--- config.mk ---
export PLATFORM = sky130hd
export DESIGN_NAME = afr_ctrl
export DESIGN_NICKNAME = d
export VERILOG_FILES = /design/src/design/afr_pkg.sv /design/src/design/afr_ctrl.sv
export SDC_FILE = /design/constraint.sdc
export NUM_CORES = 1
export LEC_CHECK = 0
export BUFFER_PORTS_ARGS = -buffer_cell sky130_fd_sc_hd__buf_4
export CAP_MARGIN = 10
export CORE_AREA = 10 10 47 49
export DETAILED_ROUTE_END_ITERATION = 16
export DIE_AREA = 0 0 57 59
export RECOVER_POWER = 50
export SETUP_SLACK_MARGIN = 0.4
export SYNTH_ARGS = -nofsm -noshare
export SYNTH_HDL_FRONTEND = slang
export SYNTH_SLANG_ARGS = --single-unit
--- constraint.sdc ---
create_clock -name clk -period 1.42 [get_ports clk]
set_input_delay 0.142 -clock clk [delete_from_list [all_inputs] [get_ports clk]]
set_output_delay 0.142 -clock clk [all_outputs]
set_load 0.03 [all_outputs]
--- src/design/afr_pkg.sv ---
// Shared types, constants and helpers of the ARQ fragment reassembler.
package afr_pkg;

  localparam int MAX_FRAGMENTS  = 64;
  localparam int FRAGMENT_BYTES = 31;
  localparam int FRAME_BITS     = FRAGMENT_BYTES * 8;
  localparam int SEQ_W          = 6;
  localparam int CNT_W          = 5;

  localparam int         ACK_BIT        = 7;
  localparam int         PHASE_BIT      = 6;
  localparam logic [7:0] ACK_FLAG       = 8'h80;
  localparam logic [3:0] VERSION_NIBBLE = 4'h4;

  localparam logic [1:0] KIND_ACK      = 2'd0;
  localparam logic [1:0] KIND_PEER_ACK = 2'd1;
  localparam logic [1:0] KIND_CHUNK    = 2'd2;

  localparam logic [2:0] OUT_HOLD      = 3'd0;
  localparam logic [2:0] OUT_PEER      = 3'd1;
  localparam logic [2:0] OUT_ACK_DONE  = 3'd2;
  localparam logic [2:0] OUT_ACK_CHECK = 3'd3;
  localparam logic [2:0] OUT_CHUNK     = 3'd4;

  typedef struct packed {
    logic [7:0]  header;
    logic [63:0] payload_a;
    logic [63:0] payload_b;
    logic [63:0] payload_c;
    logic [55:0] payload_d;
    logic        sender_phase;
  } frame_t;

  typedef struct packed {
    logic [1:0]  kind;
    logic [7:0]  ack_header;
    logic [5:0]  acked_seq;
    logic [63:0] chunk_a;
    logic [63:0] chunk_b;
    logic [63:0] chunk_c;
    logic [55:0] chunk_d;
    logic [4:0]  chunk_bytes;
    logic [15:0] packet_length;
    logic        last;
  } result_t;

  typedef struct packed {
    logic       capture;
    logic       apply;
    logic       read_first;
    logic       check;
    logic       fetch;
    logic [2:0] out_sel;
  } cmd_t;

  typedef struct packed {
    logic hdr_ack;
    logic ack_ok;
    logic complete;
    logic more;
  } status_t;

  function automatic logic [FRAME_BITS-1:0] chunk_keep(input logic [CNT_W-1:0] count);
    logic [FRAME_BITS-1:0] keep;
    keep = '0;
    for (int k = 0; k < FRAGMENT_BYTES; k++) begin
      if (CNT_W'(k) < count) begin
        keep[FRAME_BITS-1-8*k -: 8] = 8'hFF;
      end
    end
    return keep;
  endfunction

endpackage

--- src/design/afr_ctrl.sv ---
// Reassembler controller: sequences decode, completion check and chunk drain.
module afr_ctrl (
  input  logic             clk,
  input  logic             rst,
  input  logic             in_valid,
  output logic             in_ready,
  output logic             out_valid,
  input  logic             out_ready,
  input  afr_pkg::status_t status,
  output afr_pkg::cmd_t    cmd
);

  localparam logic [2:0] S_IDLE   = 3'd0;
  localparam logic [2:0] S_DECODE = 3'd1;
  localparam logic [2:0] S_READ1  = 3'd2;
  localparam logic [2:0] S_CHECK  = 3'd3;
  localparam logic [2:0] S_WAIT   = 3'd4;
  localparam logic [2:0] S_FETCH  = 3'd5;
  localparam logic [2:0] S_LOAD   = 3'd6;

  logic [2:0] state;
  logic [2:0] state_next;

  assign in_ready  = state == S_IDLE;
  assign out_valid = state == S_WAIT;

  always_comb begin
    cmd        = '0;
    state_next = state;
    unique case (state)
      S_IDLE: begin
        if (in_valid) begin
          cmd.capture = 1'b1;
          state_next  = S_DECODE;
        end
      end
      S_DECODE: begin
        if (status.hdr_ack) begin
          if (status.ack_ok) begin
            cmd.out_sel = afr_pkg::OUT_PEER;
            state_next  = S_WAIT;
          end else begin
            state_next = S_IDLE;
          end
        end else begin
          cmd.apply = 1'b1;
          if (status.complete) begin
            state_next = S_READ1;
          end else begin
            cmd.out_sel = afr_pkg::OUT_ACK_DONE;
            state_next  = S_WAIT;
          end
        end
      end
      S_READ1: begin
        cmd.read_first = 1'b1;
        state_next     = S_CHECK;
      end
      S_CHECK: begin
        cmd.check   = 1'b1;
        cmd.out_sel = afr_pkg::OUT_ACK_CHECK;
        state_next  = S_WAIT;
      end
      S_WAIT: begin
        if (out_ready) begin
          state_next = status.more ? S_FETCH : S_IDLE;
        end
      end
      S_FETCH: begin
        cmd.fetch  = 1'b1;
        state_next = S_LOAD;
      end
      S_LOAD: begin
        cmd.out_sel = afr_pkg::OUT_CHUNK;
        state_next  = S_WAIT;
      end
      default: begin
        state_next = S_IDLE;
      end
    endcase
  end

  always_ff @(posedge clk) begin
    if (rst) begin
      state <= S_IDLE;
    end else begin
      state <= state_next;
    end
  end

endmodule

==> flow_metrics.tcl <==
set metrics [dict create \
    nNetsFinal 75 \
    maxCapViolCount 0 \
    cp_data_required_time_ns 1.28 \
    timing.reg2reg.worst_path_depth 4 \
    min_period_ns 1.29 \
    route.vias.total 371 \
    slew-limit-headroom 0.839 \
    path_class "flop to output pin" \
    hold_viol_final 0 \
    post_route_cells_drive_above_1_share 0.803 \
    tns_ns 0 \
    critical_path_peak_fanout 8 \
    largest_reg_flops 3 \
    hold_path.startpoint "rst" \
    yosysTopAreaCell "sky130_fd_sc_hd__dfxtp_1" \
    mappedNetlistArea_um2 377 \
    hold_depth 4 \
    tritoncts "done" \
    place.port_buffers 17 \
    gpl.final_weighted_congestion 0.734 \
    drt_iter0_markers 8 \
    postSynthAreaPerCell_um2 10.5 \
    rr_endpoint "state[2]$_SDFFE_PP0P_" \
    worst-slew-pin-transition_ns 0.240 \
    setup_violations 0 \
    vdd_drop_max_v 0.000403 \
    power.total_uw 487 \
    route.detailed.drc 0 \
    slew_viol_final 0 \
    dieHeight_um 59 \
    synth_edf_count 0 \
    startpoint_type "flop" \
    clock_tree.buffer_depth 2 \
    postSynth.asyncResetShare 0 \
    leakagePower_nw 0.297 \
    powerDensity_nw_per_um2 709 \
    grt_first_pass_wirelength_um 1690 \
    numClockSinks 3 \
    synth_warnings 0 \
    tritoncts.num_buffers 3 \
    max_clock_freq_mhz 772 \
    design.die.area_um2 3360 \
    grt-ovfl-total 0 \
    endpoint_kind "output pin" \
    reg_top3 "state (3)" \
    io-pin-count 18 \
    clk-insertion-delay-late_ns 0.23 \
    floorplan.initialDensity 0.269 \
    synth_top_cells_by_count "sky130_fd_sc_hd__nor2_1, sky130_fd_sc_hd__and2_1, sky130_fd_sc_hd__dfxtp_1, sky130_fd_sc_hd__nand2_1" \
    cts-hold-fix-buffers 0 \
    crit_arrival_ns 1.15 \
    die_w_um 57 \
    min_path_type "primary input to flop" \
    placement_rows 14 \
    synth.net_count 44 \
    largest_register "state" \
    clk_transition_reported_paths_ns 0.04 \
    grt_antenna_before_repair 0 \
    yosys-top-cells-area "sky130_fd_sc_hd__dfxtp_1, sky130_fd_sc_hd__a22oi_2, sky130_fd_sc_hd__nor4b_4" \
    htreeDepth 1 \
    finalCritPeriodShare 0.912 \
    synth.most_common_cell "sky130_fd_sc_hd__nor2_1" \
    netlist_instances 36 \
    reg2reg_setup_slack_ns 0.18 \
    postSynth.topFlopCell "sky130_fd_sc_hd__dfxtp_1" \
    outcome "finished clean" \
    cts-root-buf "sky130_fd_sc_hd__clkbuf_4" \
    yosys.area.top_type_share 0.159 \
    drt_pass1_iterations 4 \
    gr-usage-all-layers 0.0654 \
    drt.antenna.violating_nets 0 \
    synth.ff_latch_count 3 \
    grt_pass1_vias 387 \
    fin_skew_ns 0.00177 \
    core-area_um2 1400 \
    rsz0062_at_grt "yes" \
    hpwlAfterDp_um 746 \
    grt_start_max_net_pins 14 \
    ys_seq_area_frac 0.159 \
    hold-path-endpoint "state[1]$_SDFFE_PP0P_" \
    synth_cell_type_count 24 \
    timing.rr.start "state[2]$_SDFFE_PP0P_" \
    drt-wirelength-per-cell_um 13.2 \
    syn_to_final_growth_pct 82.4 \
    vias_per_cell 4.52 \
    routed_wirelength_um 1090 \
    antenna_cells 0 \
]
[layer usage]
metal  share of wire  GRT usage  vias up
met5               0          0        -
met4               0     0.0403        0
met3            0.12     0.0494        0
met2            0.51      0.101       13
met1            0.37     0.0609      167
li1                -          -      191
[critical path, stage by stage, from the launching register on]
cell                      delay [ns]
sky130_fd_sc_hd__dfxtp_4        0.42
sky130_fd_sc_hd__nor2b_4        0.20
sky130_fd_sc_hd__nor2b_4        0.16
sky130_fd_sc_hd__buf_6          0.14
[layout make-up]
| class | instances | area (um2) |
|---|---|---|
| multi-input combinational | 30 | 317 |
| timing repair buffer | 29 | 253 |
| clock buffer | 4 | 26.3 |
| sequential | 3 | 71.3 |
| tap | 16 | 20.0 |
| fill | 143 | 714 |
[how the worst max path moves through the flow]
| stage | startpoint | end | slack (ns) |
|---|---|---|---|
| after floorplan | state[1]$_SDFFE_PP0P_ | cmd[7] | 0.16 |
| after global placement | state[2]$_SDFFE_PP0P_ | state[2]$_SDFFE_PP0P_ | 0.17 |
| after global routing | state[0]$_SDFFE_PP0P_ | cmd[0] | 0.06 |
| final | state[0]$_SDFFE_PP0P_ | cmd[0] | 0.13 |
| after CTS | state[1]$_SDFFE_PP0P_ | cmd[1] | 0.10 |
| after detailed placement | state[2]$_SDFFE_PP0P_ | state[2]$_SDFFE_PP0P_ | 0.15 |
[power breakdown]
part / total (mW) / switching, mW / internal, mW
clock: 0.151 / 0.0455 / 0.105
combinational: 0.227 / 0.104 / 0.123
sequential: 0.108 / 0.0186 / 0.0897
total: 0.487 / 0.168 / 0.319
[logic make-up (layout without fill, tap and decap cells)]
kind of cell,after synthesis,count (layout),synth area share
buffers and inverters,3,33,0.0797
AND/OR/NAND/NOR,18,18,0.372
AO/OA/AOI/OAI,11,11,0.349
flip-flops,3,3,0.159
multiplexers,1,1,0.0399
[metrics by stage]
stage                     cell area, um2  setup WS [ns]  hold slack, ns  utilization  std cells
final                                687          0.125           0.169        0.490         82
after global routing                 687         0.0647           0.169        0.490         82
after CTS                            656          0.101           0.167        0.468         79
after detailed placement             542          0.146           0.411        0.387         67
after global placement               542          0.168           0.404        0.387         67
after floorplan                      424          0.163           0.279            -         36
[what timing repair did]
item	in CTS	in global routing
setup buffers	8	3
gates resized for setup	8	6
pin swaps	3	1
endpoints found under the setup margin	13	13
[cell usage in the layout (no fill, tap or decap), types with 2 or more instances in the layout]
cell type / n
sky130_fd_sc_hd__nor2_2: 2
sky130_fd_sc_hd__nor3b_4: 2
sky130_fd_sc_hd__clkbuf_4: 3
sky130_fd_sc_hd__buf_6: 10
sky130_fd_sc_hd__nor2_1: 3
sky130_fd_sc_hd__buf_4: 18
sky130_fd_sc_hd__dfxtp_4: 3
sky130_fd_sc_hd__nand2_1: 3
sky130_fd_sc_hd__a21oi_1: 2
sky130_fd_sc_hd__and2_4: 2
sky130_fd_sc_hd__nor2b_4: 2
(Power assumes the default switching activity.)
